File: src/sv/tfsq_pkg.sv
// ----------------------------------------------------------------------------
// tfsq_pkg: shared types and constants of the timestamp frame select queue
// Ring geometry, field widths, register indexes, status codes, FSM states
// and the command/status structs between controller and datapath.
// ----------------------------------------------------------------------------
`default_nettype none

package tfsq_pkg;

  // Ring geometry
  localparam int RING_DEPTH = 16;
  localparam int PTR_W      = $clog2(RING_DEPTH);
  localparam int CNT_W      = $clog2(RING_DEPTH + 1);

  // Field widths
  localparam int TIME_W     = 48;
  localparam int HANDLE_W   = 32;
  localparam int CAP_W      = 5;
  localparam int TOL_W      = 20;
  localparam int DROP_W     = 4;
  localparam int OCC_W      = 5;
  localparam int STATUS_W   = 3;
  localparam int ENTRY_W    = TIME_W + HANDLE_W;

  // Configuration port
  localparam int CFG_IDX_W  = 2;
  localparam int CFG_DATA_W = 20;
  localparam logic [CFG_IDX_W-1:0] CFG_CAPACITY  = 2'd0;
  localparam logic [CFG_IDX_W-1:0] CFG_TOLERANCE = 2'd1;

  // Register reset values
  localparam logic [CAP_W-1:0] CAP_RESET = 5'd16;
  localparam logic [TOL_W-1:0] TOL_RESET = 20'd40000;
  localparam int               CAP_MIN   = 2;

  localparam logic [DROP_W-1:0] DROP_MAX = '1;

  // Operation codes
  localparam logic OP_PUSH    = 1'b0;
  localparam logic OP_REQUEST = 1'b1;

  // Result status codes
  typedef enum logic [STATUS_W-1:0] {
    STS_PUSHED = 3'd0,
    STS_FULL   = 3'd1,
    STS_FRAME  = 3'd2,
    STS_EMPTY  = 3'd3,
    STS_WAIT   = 3'd4
  } result_status_t;

  // Controller states
  typedef enum logic [2:0] {
    ST_IDLE,
    ST_DISPATCH,
    ST_FRONT,
    ST_WALK,
    ST_POP,
    ST_RESULT
  } ctrl_state_t;

  // Commands from controller to datapath
  typedef struct packed {
    logic           latch;       // capture the accepted word
    logic           push;        // store frame at tail
    logic           rd_front;    // read entry at read pointer
    logic           take_front;  // hold front entry, read the one after it
    logic           take_next;   // drop current, hold next, read the one after
    logic           pop;         // retire held entry
    logic           set_sts;     // record result status
    result_status_t sts;
    logic           load_out;    // move result into output register
  } ctrl_cmd_t;

  // Status from datapath to controller
  typedef struct packed {
    logic is_push;
    logic full;
    logic empty;
    logic late_front;  // front time beyond target plus tolerance
    logic next_ok;     // next time at or below target
    logic gt1;         // more than one entry held
    logic gt2;         // more than two entries held
    logic slot_free;   // output register can take a result
  } dpath_sts_t;

endpackage

`default_nettype wire

File: src/sv/tfsq_ram.sv
// ----------------------------------------------------------------------------
// tfsq_ram: generic single write, single read RAM
// One write port and one read port with registered read data.
// ----------------------------------------------------------------------------
`default_nettype none

module tfsq_ram #(
  parameter int WIDTH = 8,
  parameter int DEPTH = 16
) (
  input  wire logic                     clk,
  input  wire logic                     we,
  input  wire logic [$clog2(DEPTH)-1:0] waddr,
  input  wire logic [WIDTH-1:0]         wdata,
  input  wire logic                     re,
  input  wire logic [$clog2(DEPTH)-1:0] raddr,
  output logic      [WIDTH-1:0]         rdata
);

  logic [WIDTH-1:0] mem_r [DEPTH];

  // Write and registered read
  always_ff @(posedge clk) begin
    if (we) begin
      mem_r[waddr] <= wdata;
    end
    if (re) begin
      rdata <= mem_r[raddr];
    end
  end

endmodule

`default_nettype wire

File: src/sv/tfsq_ctrl.sv
// ----------------------------------------------------------------------------
// tfsq_ctrl: controller of the timestamp frame select queue
// Sequences push, request, the late-frame walk and result hand-off.
// ----------------------------------------------------------------------------
`default_nettype none

module tfsq_ctrl (
  input  wire logic                clk,
  input  wire logic                rst_n,
  input  wire logic                in_valid,
  output logic                     in_ready,
  input  wire tfsq_pkg::dpath_sts_t sts,
  output tfsq_pkg::ctrl_cmd_t      cmd
);

  tfsq_pkg::ctrl_state_t state_r, state_nxt;

  // State register
  always_ff @(posedge clk) begin
    if (!rst_n) begin
      state_r <= tfsq_pkg::ST_IDLE;
    end else begin
      state_r <= state_nxt;
    end
  end

  assign in_ready = (state_r == tfsq_pkg::ST_IDLE);

  // Next state and commands
  always_comb begin
    state_nxt = state_r;
    cmd       = '0;
    cmd.sts   = tfsq_pkg::STS_PUSHED;
    unique case (state_r)
      tfsq_pkg::ST_IDLE: begin
        if (in_valid) begin
          cmd.latch = 1'b1;
          state_nxt = tfsq_pkg::ST_DISPATCH;
        end
      end
      tfsq_pkg::ST_DISPATCH: begin
        cmd.set_sts = 1'b1;
        if (sts.is_push) begin
          if (sts.full) begin
            cmd.sts = tfsq_pkg::STS_FULL;
          end else begin
            cmd.push = 1'b1;
            cmd.sts  = tfsq_pkg::STS_PUSHED;
          end
          state_nxt = tfsq_pkg::ST_RESULT;
        end else if (sts.empty) begin
          cmd.sts   = tfsq_pkg::STS_EMPTY;
          state_nxt = tfsq_pkg::ST_RESULT;
        end else begin
          cmd.set_sts  = 1'b0;
          cmd.rd_front = 1'b1;
          state_nxt    = tfsq_pkg::ST_FRONT;
        end
      end
      tfsq_pkg::ST_FRONT: begin
        if (sts.late_front) begin
          cmd.set_sts = 1'b1;
          cmd.sts     = tfsq_pkg::STS_WAIT;
          state_nxt   = tfsq_pkg::ST_RESULT;
        end else begin
          cmd.take_front = 1'b1;
          state_nxt      = sts.gt1 ? tfsq_pkg::ST_WALK : tfsq_pkg::ST_POP;
        end
      end
      tfsq_pkg::ST_WALK: begin
        // drop late frames one entry a cycle
        if (sts.next_ok) begin
          cmd.take_next = 1'b1;
          state_nxt     = sts.gt2 ? tfsq_pkg::ST_WALK : tfsq_pkg::ST_POP;
        end else begin
          state_nxt = tfsq_pkg::ST_POP;
        end
      end
      tfsq_pkg::ST_POP: begin
        cmd.pop     = 1'b1;
        cmd.set_sts = 1'b1;
        cmd.sts     = tfsq_pkg::STS_FRAME;
        state_nxt   = tfsq_pkg::ST_RESULT;
      end
      tfsq_pkg::ST_RESULT: begin
        if (sts.slot_free) begin
          cmd.load_out = 1'b1;
          state_nxt    = tfsq_pkg::ST_IDLE;
        end
      end
      default: begin
        state_nxt = tfsq_pkg::ST_IDLE;
      end
    endcase
  end

endmodule

`default_nettype wire

File: src/sv/tfsq_dpath.sv
// ----------------------------------------------------------------------------
// tfsq_dpath: datapath of the timestamp frame select queue
// Frame RAM, ring pointers, configuration registers, walk registers and the
// output register.
// ----------------------------------------------------------------------------
`default_nettype none

module tfsq_dpath (
  input  wire logic                               clk,
  input  wire logic                               rst_n,
  input  wire tfsq_pkg::ctrl_cmd_t                cmd,
  output tfsq_pkg::dpath_sts_t                    sts,
  input  wire logic                               in_operation,
  input  wire logic [tfsq_pkg::TIME_W-1:0]        in_frame_time,
  input  wire logic [tfsq_pkg::HANDLE_W-1:0]      in_frame_handle,
  input  wire logic [tfsq_pkg::TIME_W-1:0]        in_target_time,
  input  wire logic                               cfg_valid,
  input  wire logic [tfsq_pkg::CFG_IDX_W-1:0]     cfg_index,
  input  wire logic [tfsq_pkg::CFG_DATA_W-1:0]    cfg_data,
  output logic                                    out_valid,
  input  wire logic                               out_ready,
  output logic [tfsq_pkg::STATUS_W-1:0]           out_status,
  output logic [tfsq_pkg::HANDLE_W-1:0]           out_handle,
  output logic [tfsq_pkg::TIME_W-1:0]             out_time,
  output logic [tfsq_pkg::DROP_W-1:0]             out_dropped_count,
  output logic [tfsq_pkg::OCC_W-1:0]              out_occupancy
);

  localparam int PTR_W    = tfsq_pkg::PTR_W;
  localparam int CNT_W    = tfsq_pkg::CNT_W;
  localparam int TIME_W   = tfsq_pkg::TIME_W;
  localparam int HANDLE_W = tfsq_pkg::HANDLE_W;

  // Step a ring pointer, wrapping at the active capacity
  function automatic logic [PTR_W-1:0] advance(input logic [PTR_W-1:0] p,
                                               input logic [CNT_W-1:0] cap);
    logic [CNT_W-1:0] n;
    n = CNT_W'(p) + CNT_W'(1);
    return (n >= cap) ? '0 : n[PTR_W-1:0];
  endfunction

  // Configuration and ring control
  logic [tfsq_pkg::CAP_W-1:0] cap_r;
  logic [tfsq_pkg::TOL_W-1:0] tol_r;
  logic [PTR_W-1:0]           rp_r, wp_r;
  logic [CNT_W-1:0]           count_r;
  logic [CNT_W-1:0]           cap_eff;

  // Latched word and walk state
  logic                         op_r;
  logic [TIME_W-1:0]            push_time_r;
  logic [HANDLE_W-1:0]          push_handle_r;
  logic [TIME_W-1:0]            target_r;
  logic [TIME_W-1:0]            limit_r;
  logic [PTR_W-1:0]             cur_ptr_r;
  logic [PTR_W-1:0]             rd_addr_r;
  logic [TIME_W-1:0]            cur_time_r;
  logic [HANDLE_W-1:0]          cur_handle_r;
  logic [tfsq_pkg::DROP_W-1:0]  dropped_r;
  tfsq_pkg::result_status_t     res_sts_r;

  // RAM ports
  logic                         ram_re;
  logic [PTR_W-1:0]             ram_raddr;
  logic [tfsq_pkg::ENTRY_W-1:0] ram_rdata;
  logic [TIME_W-1:0]            rd_time;
  logic [HANDLE_W-1:0]          rd_handle;
  logic [TIME_W:0]              limit_sum;
  logic                         is_frame;

  // Clamp capacity to the usable range
  always_comb begin
    logic [31:0] c;
    c = 32'(cap_r);
    if (c < 32'(tfsq_pkg::CAP_MIN)) begin
      cap_eff = CNT_W'(tfsq_pkg::CAP_MIN);
    end else if (c > 32'(tfsq_pkg::RING_DEPTH)) begin
      cap_eff = CNT_W'(tfsq_pkg::RING_DEPTH);
    end else begin
      cap_eff = CNT_W'(cap_r);
    end
  end

  // Frame store: time above handle
  tfsq_ram #(
    .WIDTH (tfsq_pkg::ENTRY_W),
    .DEPTH (tfsq_pkg::RING_DEPTH)
  ) u_ram (
    .clk   (clk),
    .we    (cmd.push),
    .waddr (wp_r),
    .wdata ({push_time_r, push_handle_r}),
    .re    (ram_re),
    .raddr (ram_raddr),
    .rdata (ram_rdata)
  );

  assign rd_time   = ram_rdata[tfsq_pkg::ENTRY_W-1:HANDLE_W];
  assign rd_handle = ram_rdata[HANDLE_W-1:0];

  // Pick the read address for front, first and following walk reads
  always_comb begin
    ram_re    = cmd.rd_front | cmd.take_front | cmd.take_next;
    ram_raddr = rp_r;
    priority if (cmd.take_front) begin
      ram_raddr = advance(rp_r, cap_eff);
    end else if (cmd.take_next) begin
      ram_raddr = advance(rd_addr_r, cap_eff);
    end
  end

  // Target plus tolerance with a carry bit, saturated when latched
  assign limit_sum = {1'b0, in_target_time} + (TIME_W + 1)'(tol_r);

  // Configuration registers and ring pointers
  always_ff @(posedge clk) begin
    if (!rst_n) begin
      cap_r   <= tfsq_pkg::CAP_RESET;
      tol_r   <= tfsq_pkg::TOL_RESET;
      rp_r    <= '0;
      wp_r    <= '0;
      count_r <= '0;
    end else if (cfg_valid && cfg_index == tfsq_pkg::CFG_CAPACITY) begin
      // a capacity write restarts the ring
      cap_r   <= cfg_data[tfsq_pkg::CAP_W-1:0];
      rp_r    <= '0;
      wp_r    <= '0;
      count_r <= '0;
    end else begin
      if (cfg_valid && cfg_index == tfsq_pkg::CFG_TOLERANCE) begin
        tol_r <= cfg_data[tfsq_pkg::TOL_W-1:0];
      end
      if (cmd.push) begin
        wp_r    <= advance(wp_r, cap_eff);
        count_r <= count_r + CNT_W'(1);
      end
      if (cmd.take_next) begin
        count_r <= count_r - CNT_W'(1);
      end
      if (cmd.pop) begin
        rp_r    <= advance(cur_ptr_r, cap_eff);
        count_r <= count_r - CNT_W'(1);
      end
    end
  end

  // Latch the word and run the walk
  always_ff @(posedge clk) begin
    if (cmd.latch) begin
      op_r          <= in_operation;
      push_time_r   <= in_frame_time;
      push_handle_r <= in_frame_handle;
      target_r      <= in_target_time;
      limit_r       <= limit_sum[TIME_W] ? '1 : limit_sum[TIME_W-1:0];
      dropped_r     <= '0;
    end
    if (ram_re) begin
      rd_addr_r <= ram_raddr;
    end
    if (cmd.take_front) begin
      cur_ptr_r    <= rp_r;
      cur_time_r   <= rd_time;
      cur_handle_r <= rd_handle;
    end
    if (cmd.take_next) begin
      cur_ptr_r    <= rd_addr_r;
      cur_time_r   <= rd_time;
      cur_handle_r <= rd_handle;
      if (dropped_r != tfsq_pkg::DROP_MAX) begin
        dropped_r <= dropped_r + tfsq_pkg::DROP_W'(1);
      end
    end
    if (cmd.set_sts) begin
      res_sts_r <= cmd.sts;
    end
  end

  // Status toward the controller
  always_comb begin
    sts.is_push    = (op_r == tfsq_pkg::OP_PUSH);
    sts.full       = (count_r >= cap_eff);
    sts.empty      = (count_r == '0);
    sts.late_front = (rd_time > limit_r);
    sts.next_ok    = (rd_time <= target_r);
    sts.gt1        = (count_r > CNT_W'(1));
    sts.gt2        = (count_r > CNT_W'(2));
    sts.slot_free  = !out_valid || out_ready;
  end

  assign is_frame = (res_sts_r == tfsq_pkg::STS_FRAME);

  // Output register: hold until taken
  always_ff @(posedge clk) begin
    if (!rst_n) begin
      out_valid <= 1'b0;
    end else if (cmd.load_out) begin
      out_valid <= 1'b1;
    end else if (out_ready) begin
      out_valid <= 1'b0;
    end
  end

  always_ff @(posedge clk) begin
    if (cmd.load_out) begin
      out_status        <= res_sts_r;
      out_handle        <= is_frame ? cur_handle_r : '0;
      out_time          <= is_frame ? cur_time_r : '0;
      out_dropped_count <= is_frame ? dropped_r : '0;
      out_occupancy     <= tfsq_pkg::OCC_W'(count_r);
    end
  end

endmodule

`default_nettype wire

File: src/sv/timestamp_frame_select_queue.sv
// ----------------------------------------------------------------------------
// timestamp_frame_select_queue: video frame ring with late-frame drop
// Top level joining the controller and the datapath.
// ----------------------------------------------------------------------------
// Accepts one word at a time: a push stores a frame (timestamp and handle)
// at the tail, or a request picks the frame to show for a target time,
// dropping late frames on the way. A push, a full push or an empty request
// goes from the accepting state through dispatch to the result state; a
// request that waits also reads the front frame, and a request that returns
// a frame also takes the front, walks one step per dropped frame and one
// more step when the walk stops at a frame still ahead of the target, and
// pops, because the walk reads the frame RAM's single read port one entry a
// cycle. The next word can be taken once the result enters the output
// register, which holds it until the consumer takes it. Configuration
// writes are always ready; a capacity write empties the ring.
// ----------------------------------------------------------------------------
`default_nettype none

module timestamp_frame_select_queue (
  input  wire logic                            clk,
  input  wire logic                            rst_n,
  input  wire logic                            in_valid,
  output logic                                 in_ready,
  input  wire logic                            in_operation,
  input  wire logic [tfsq_pkg::TIME_W-1:0]     in_frame_time,
  input  wire logic [tfsq_pkg::HANDLE_W-1:0]   in_frame_handle,
  input  wire logic [tfsq_pkg::TIME_W-1:0]     in_target_time,
  output logic                                 out_valid,
  input  wire logic                            out_ready,
  output logic [tfsq_pkg::STATUS_W-1:0]        out_status,
  output logic [tfsq_pkg::HANDLE_W-1:0]        out_handle,
  output logic [tfsq_pkg::TIME_W-1:0]          out_time,
  output logic [tfsq_pkg::DROP_W-1:0]          out_dropped_count,
  output logic [tfsq_pkg::OCC_W-1:0]           out_occupancy,
  input  wire logic                            cfg_valid,
  output logic                                 cfg_ready,
  input  wire logic [tfsq_pkg::CFG_IDX_W-1:0]  cfg_index,
  input  wire logic [tfsq_pkg::CFG_DATA_W-1:0] cfg_data
);

  tfsq_pkg::ctrl_cmd_t  cmd;
  tfsq_pkg::dpath_sts_t sts;

  // Writes must arrive only while idle (not enforced); take them at once
  assign cfg_ready = 1'b1;

  tfsq_ctrl u_ctrl (
    .clk      (clk),
    .rst_n    (rst_n),
    .in_valid (in_valid),
    .in_ready (in_ready),
    .sts      (sts),
    .cmd      (cmd)
  );

  tfsq_dpath u_dpath (
    .clk               (clk),
    .rst_n             (rst_n),
    .cmd               (cmd),
    .sts               (sts),
    .in_operation      (in_operation),
    .in_frame_time     (in_frame_time),
    .in_frame_handle   (in_frame_handle),
    .in_target_time    (in_target_time),
    .cfg_valid         (cfg_valid),
    .cfg_index         (cfg_index),
    .cfg_data          (cfg_data),
    .out_valid         (out_valid),
    .out_ready         (out_ready),
    .out_status        (out_status),
    .out_handle        (out_handle),
    .out_time          (out_time),
    .out_dropped_count (out_dropped_count),
    .out_occupancy     (out_occupancy)
  );

endmodule

`default_nettype wire

File: config.mk
export PLATFORM = sky130hd
export DESIGN_NAME = timestamp_frame_select_queue
export DESIGN_NICKNAME = d
export VERILOG_FILES = /design/src/sv/tfsq_pkg.sv /design/src/sv/tfsq_ram.sv /design/src/sv/tfsq_ctrl.sv /design/src/sv/tfsq_dpath.sv /design/src/sv/timestamp_frame_select_queue.sv
export SDC_FILE = /design/constraint.sdc
export NUM_CORES = 2
export LEC_CHECK = 0
export ABC_AREA = 1
export ABC_CLOCK_PERIOD_IN_PS = 20800
export BUFFER_PORTS_ARGS = -buffer_cell sky130_fd_sc_hd__buf_4
export CAP_MARGIN = 20
export CORE_AREA = 2 2 528 530
export DETAILED_ROUTE_END_ITERATION = 10
export DIE_AREA = 0 0 530 532
export SYNTH_ARGS = -nofsm -noshare
export SYNTH_HDL_FRONTEND = slang
export SYNTH_HIERARCHICAL = 1
export SYNTH_SLANG_ARGS = --single-unit
File: constraint.sdc
create_clock -name clk -period 20.8 [get_ports clk]
set_input_delay 6.24 -clock clk [delete_from_list [all_inputs] [get_ports clk]]
set_output_delay 6.24 -clock clk [all_outputs]
set_load 0.01 [all_outputs]
* Yosys cells after proc, flatten, opt, wreduce, memory -nomap -nowiden
Memories as Yosys holds them, arrays and structs flattened. A register that Yosys moved wholly into a read port is not among the register bits.
Index checks and enable logic that the tools add are counted.
** Storage, ports and cells
- Output and inout port bits :: 95
- Memory bits (writable) :: 1280
- Input bits :: 156
- Memories kept :: 1
- Word-level logic and storage cells :: 124
- Register bits :: 406
** Operators by class
- Equal/unequal tests :: 10
- Add/sub/neg operators :: 8
- Reduce and logical (&&, ||, !) cells :: 13
- Bitwise gates (word level) :: 4
- Magnitude comparators :: 11
- Multiplexer cells :: 54
** Memory list
- u_dpath.u_ram.mem_r :: words 16, width 80, read ports 1, clocked after memory_dff 1, wr ports 1, RTL line tfsq_ram.sv:20 : logic [WIDTH-1:0] mem_r [DEPTH];
** Operators with widths (count)
- 48-bit two-way mux :: 2
- 32-bit two-way mux :: 2
- 48-bit by 20-bit adder with 49-bit output :: 1
- 48-bit > comparator :: 1
- 48-bit less-or-equal comparator :: 1
- 4-bit two-way mux :: 12
- 3-bit two-way mux :: 9
- 5-bit greater-or-equal comparator :: 5
- 5-bit two-way mux :: 5
- 4-bit by 1-bit adder with 5-bit output, second input constant :: 4
- 1-bit two-way mux :: 20
- 3-bit one-hot mux with 6 select lines :: 1
- 4-bit one-hot mux with 3 select lines :: 1
- 3-bit by 2-bit == test with 1-bit output, second input constant :: 3
- 3-bit == test, second input constant :: 2
- 5-bit by 1-bit adder with 5-bit output, second input constant :: 1
- 5-bit by 1-bit > comparator with 1-bit output, second input constant :: 1
- 5-bit by 2-bit > comparator with 1-bit output, second input constant :: 1
- 5-bit > comparator, second input constant :: 1
- 5-bit zero test :: 1
- 5-bit by 2-bit < comparator with 1-bit output, second input constant :: 1
- 5-bit by 1-bit subtractor with 5-bit output, second input constant :: 1
- 4-bit by 1-bit adder with 4-bit output, second input constant :: 1
- 2-bit two-way mux :: 2
- 15 further kinds :: 21

* Logic depth before layout (Yosys ltp)
- Depth after elaboration :: 10
- Mapped depth :: 27
- Depth with buffers taken out :: 25

* Hierarchy
Netlist, hierarchy kept.
** Modules (own cells, without submodules)
- tfsq_ram :: cells an instance 5255, times used 1, seq. area each 40839.2 um2, area each 56993.4 um2
- tfsq_dpath :: cells an instance 1939, times used 1, seq. area each 11671.2 um2, area each 19800.2 um2
- tfsq_ctrl :: cells an instance 65, times used 1, seq. area each 60.1 um2, area each 342.8 um2
- timestamp_frame_select_queue :: cells an instance 2, times used 1, seq. area each 0.0 um2, area each 11.3 um2

* Worst setup path before layout
Ideal clock, no wire load.
- Kind :: input to register
- Start point :: input in_valid
- End point :: register u_dpath/dropped_r[2] in the netlist's numbering
- Stages :: 5
- Library setup time :: 0.456 ns
- Data required time :: 20.344 ns
- Setup slack :: 5.690 ns
- Path buffers :: 0
- Data arrival time :: 14.654 ns
- Cells stage by stage :: inv_1 > nor2_1 > o21bai_1 > o211ai_1 > o31ai_1
** RTL lines
- from (decl) :: RTL line timestamp_frame_select_queue.sv:22 : input wire logic in_valid,
- to (signal assigned) :: RTL line tfsq_dpath.sv:170 : dropped_r <= dropped_r + tfsq_pkg::DROP_W'(1);
- to (decl) :: RTL line tfsq_dpath.sv:59 : logic [tfsq_pkg::DROP_W-1:0] dropped_r;

* Worst setup path after layout
- Start point :: register u_ctrl.state_r[2]
- End point :: output in_ready
** Between the ends
- Longest elaborated chain between the ends :: 1
** Ends and longest elaborated chain
- from (decl) :: RTL line tfsq_ctrl.sv:16 : tfsq_pkg::ctrl_state_t state_r, state_nxt;
- from (signal assigned) :: RTL line tfsq_ctrl.sv:21 : state_r <= tfsq_pkg::ST_IDLE;
- from (signal assigned) :: RTL line tfsq_ctrl.sv:23 : state_r <= state_nxt;
- 3-bit zero test :: RTL line tfsq_ctrl.sv:27 : assign in_ready = (state_r == tfsq_pkg::ST_IDLE);
- to (decl) :: RTL line timestamp_frame_select_queue.sv:23 : output logic in_ready,
Every way passes these cells.

==> reports/metrics.csv <==
stage,metric,value,unit
power,clock_power_share,0.357,
hold_path,hp-class,flop to flop,
logic_synthesis,ys_seq_area_frac,0.681,
cells_and_area,nets,7785,
timing,finalClockSkew,0.0733,ns
place,dp.final_hpwl,124000,um
global_routing,grt_antenna_before_repair,23,
timing,worstMarginPinSlew,1.17,ns
die,fp-row-count,193,
logic_synthesis,synth_top_area_cell,edfxtp_1,
worst_setup_path,cp.arrival,1.79,ns
timing,holdWs,0.417,ns
place,io_buffer_count,249,
logic_synthesis,yosysTopAreaCellShare,0.669,
worst_setup_path,crit_path_top_delay_cell,dfxtp_1,
global_routing,overflow,0,
clock_tree,cts_root_buffer,clkbuf_16,
cells_and_area,final-instance-count-excl-fill,11300,
power,seq_power_share,0.494,
routing,drtIter0Drc,4668,
timing,finalSetupViolations,0,
logic_synthesis,synth_cell_types,48,
routing,wl_per_cell,19.1,um
power,switching_share,0.280,
logic_synthesis,synthCells,7261,
logic_synthesis,yosysWarnings,6,
routing,wl,216000,um
worst_setup_path,end_kind,output pin,
clock_tree,cts_buffers,185,
logic_synthesis,synth_edf_count,1720,
timing,tns,0,ns
routing,drc_errors,0,
power,p_per_area,101,mW/mm2
power,ir_drop,0.0654,mV
worst_setup_path,cpLargestDelayFamily,flip-flops,
clock_tree,holdBufCountCts,0,
clock_tree,clk_latency,0.86,ns
logic_synthesis,async_flop_share,0,
timing,relSlewSlack,0.219,
logic_synthesis,synth_area_leaders,"edfxtp_1 (67%), nand2_1 (10%), nand3_1 (6.8%)",
global_routing,grt_pass1_vias,48800,
timing,period_minus_slack,8.03,ns
power,p_switching,2.51,mW
cells_and_area,fill_cells,27600,
die,core_area,0.276,mm2
cells_and_area,areaGrowthSynthToFinish,15.0,%
die,dieHeight,532,um
clock_tree,ctsResizeCount,0,
worst_setup_path,critPathLaunchType,flop,
timing,hold_viol_final,0,
power,p_int,6.45,mW
routing,via_count,51200,
logic_synthesis,syn_area,0.0771,mm2
place,dp_cells,11000,
clock_tree,cts_setup_buffers,0,
worst_setup_path,slowest_delay,0.50,ns
worst_setup_path,crit_chain,inv_2 > nand2_2 > inv_1 > buf_4,
clock_tree,cts_tree,yes,
run,cap_violations,0,
worst_setup_path,cp_max_fo,7,
timing,slew_violations,0,
clock_tree,cts-htree-levels,4,
die,io_pins,251,
logic_synthesis,synth_nets,7569,
timing,fmax,125,MHz
worst_setup_path,worst-path-buf-inv,3,
routing,viasPerCell,4.52,
timing,rsz0062_at_grt,no,
clock_tree,clkTransAtPathRegs,0.06,ns
global_routing,grt_max_degree,218,
power,combPwrFrac,0.149,
die,start_util,0.280,
power,power.leakage,36.8,nW
global_routing,grt_util_all_layers,0.149,
routing,ant_nets,0,
die,dieArea,0.282,mm2
timing,post-route-period-util,0.386,
clock_tree,cts.sinks,1766,
logic_synthesis,yosys_most_used_dff,edfxtp_1,
outcome,run_status,"finished, final reports clean",
logic_synthesis,ys_ff_latch,1766,
cells_and_area,drive_gt1_frac,0.0851,
logic_synthesis,syn_avg_cell_area,10.6,um2
clock_tree,cts_buffer_depth,4,
worst_setup_path,critPathKind,flop to output pin,
place,gp_congestion,0.882,
die,die_w,530,um
routing,first_pass_iters,6,
worst_setup_path,required,14.56,ns
global_routing,grt_pass1_wl,316000,um
==> cell usage after synthesis (3+ instances only) <==
cell type  number
o21ai_0        41
nor3_1         20
o21ai_1         4
or2_2           3
buf_1          18
nand2_2         8
nand2_1      2111
nor2_2         11
buf_4          26
inv_1        1336
o21a_1          9
nand3_1      1041
buf_2         185
nand4_1        33
clkinv_1        3
edfxtp_1     1720
clkbuf_1       53
nand3_2        29
inv_2          11
nor2_1        212
nand3b_1       12
ha_1          151
nor3_2          4
nor3b_1         4
a21oi_1       103
xor2_1         23
o211ai_1        3
buf_6           4
o21bai_1        8
dfxtp_1        46
nor2_4          4
==> worst reg2reg max path, delay by kind of cell, from the launching register on <==
family / cells / cell delay, ns
compound gates: 1 / 0.13
fa+ha+maj: 1 / 0.34
buf+inv: 4 / 2.75
flops: 1 / 0.49
simple gates: 15 / 2.99
==> cell families (layout without fill, tap and decap cells) <==
| family | Yosys count | count (layout) | share of synthesized area |
|---|---|---|---|
| simple gates | 3502 | 3502 | 0.194 |
| other cells | 1 | 5 | 0.0000486 |
| fa+ha+maj | 152 | 152 | 0.0247 |
| flops | 1766 | 1766 | 0.681 |
| compound gates | 179 | 179 | 0.0128 |
| buf+inv | 1636 | 1992 | 0.0843 |
| xor+xnor | 25 | 25 | 0.00284 |
==> final cells by class <==
cell class | instances | area, um2 | area share
inverters | 1350 | 5110 | 0.0576
diodes | 4 | 10.0 | 0.000113
multi-input cells | 3859 | 18200 | 0.205
clock buffers | 233 | 4870 | 0.0549
clock inverters | 94 | 850 | 0.00958
flip-flops and latches | 1766 | 52600 | 0.593
well taps | 3705 | 4640 | 0.0522
repair buffers | 315 | 2440 | 0.0275
==> cell usage in the layout (no fill, tap or decap), drive strengths merged, types with 3 or more instances in the layout <==
cell type and n:
bufinv 15, o211ai 3, o21ai 45, inv 1352, o21a 9, nand3b 12, nand2 2120, nor3b 4
clkbuf 233, nand3 1070, clkinv 75, a21oi 106, nor3 26, o21bai 8, ha 151, xor2 23
diode 4, buf 315, nand4 33, dfxtp 46, or2 3, edfxtp 1720, nor2 227
==> registers in the layout, indices dropped and copies added (netlist names), 48 cells and up <==
register	count
u_dpath/target_r	48
u_dpath/push_time_r	48
u_dpath/limit_r	48
u_dpath/u_ram/rdata	80
u_dpath/cur_time_r	48
u_dpath/out_time	48
u_dpath/u_ram/mem_r	1280
==> metrics by stage <==
step | instance area, um2 | power, mW | util | setup WS, ns
6_report | 88700 | 8.96 | 0.322 | 12.77
5_1_grt | 88700 | 9.34 | 0.322 | 12.66
4_1_cts | 88700 | 9.04 | 0.322 | 12.70
3_5_place_dp | 83000 | 5.83 | 0.301 | 12.06
3_3_place_gp | 83000 | 5.80 | 0.301 | 12.05
2_1_floorplan | 77100 | 5.29 | - | 5.69
==> worst paths after layout <==
kind,slack [ns],from,end,cells past startpoint
max,12.77,u_ctrl/state_r[2],in_ready,4
max reg2reg,13.74,u_dpath/u_ram/rdata[79],u_dpath/u_ram/rdata[34],21
min,0.42,u_dpath/u_ram/rdata[1],u_dpath/cur_handle_r[1],0
min reg2reg,0.42,u_dpath/u_ram/rdata[1],u_dpath/cur_handle_r[1],0
==> power groups by stage <==
stage               Clock (mW)  Combinational, mW  Sequential, mW
global placement             0               1.31            4.49
CTS                       3.28               1.34            4.43
floorplan                    0              0.846            4.44
detailed placement           0               1.33            4.50
global route              3.41               1.48            4.45
finish                    3.20               1.33            4.43
==> per-layer routing <==
metal / vias up / GRT usage / share of wire
met5: - / 0 / 0
met4: 0 / 0.0386 / 0.023
met3: 353 / 0.0237 / 0.072
met2: 1890 / 0.241 / 0.47
met1: 24900 / 0.205 / 0.44
li1: 24100 / - / -
No activity file was read; power rests on OpenSTA's default activity.
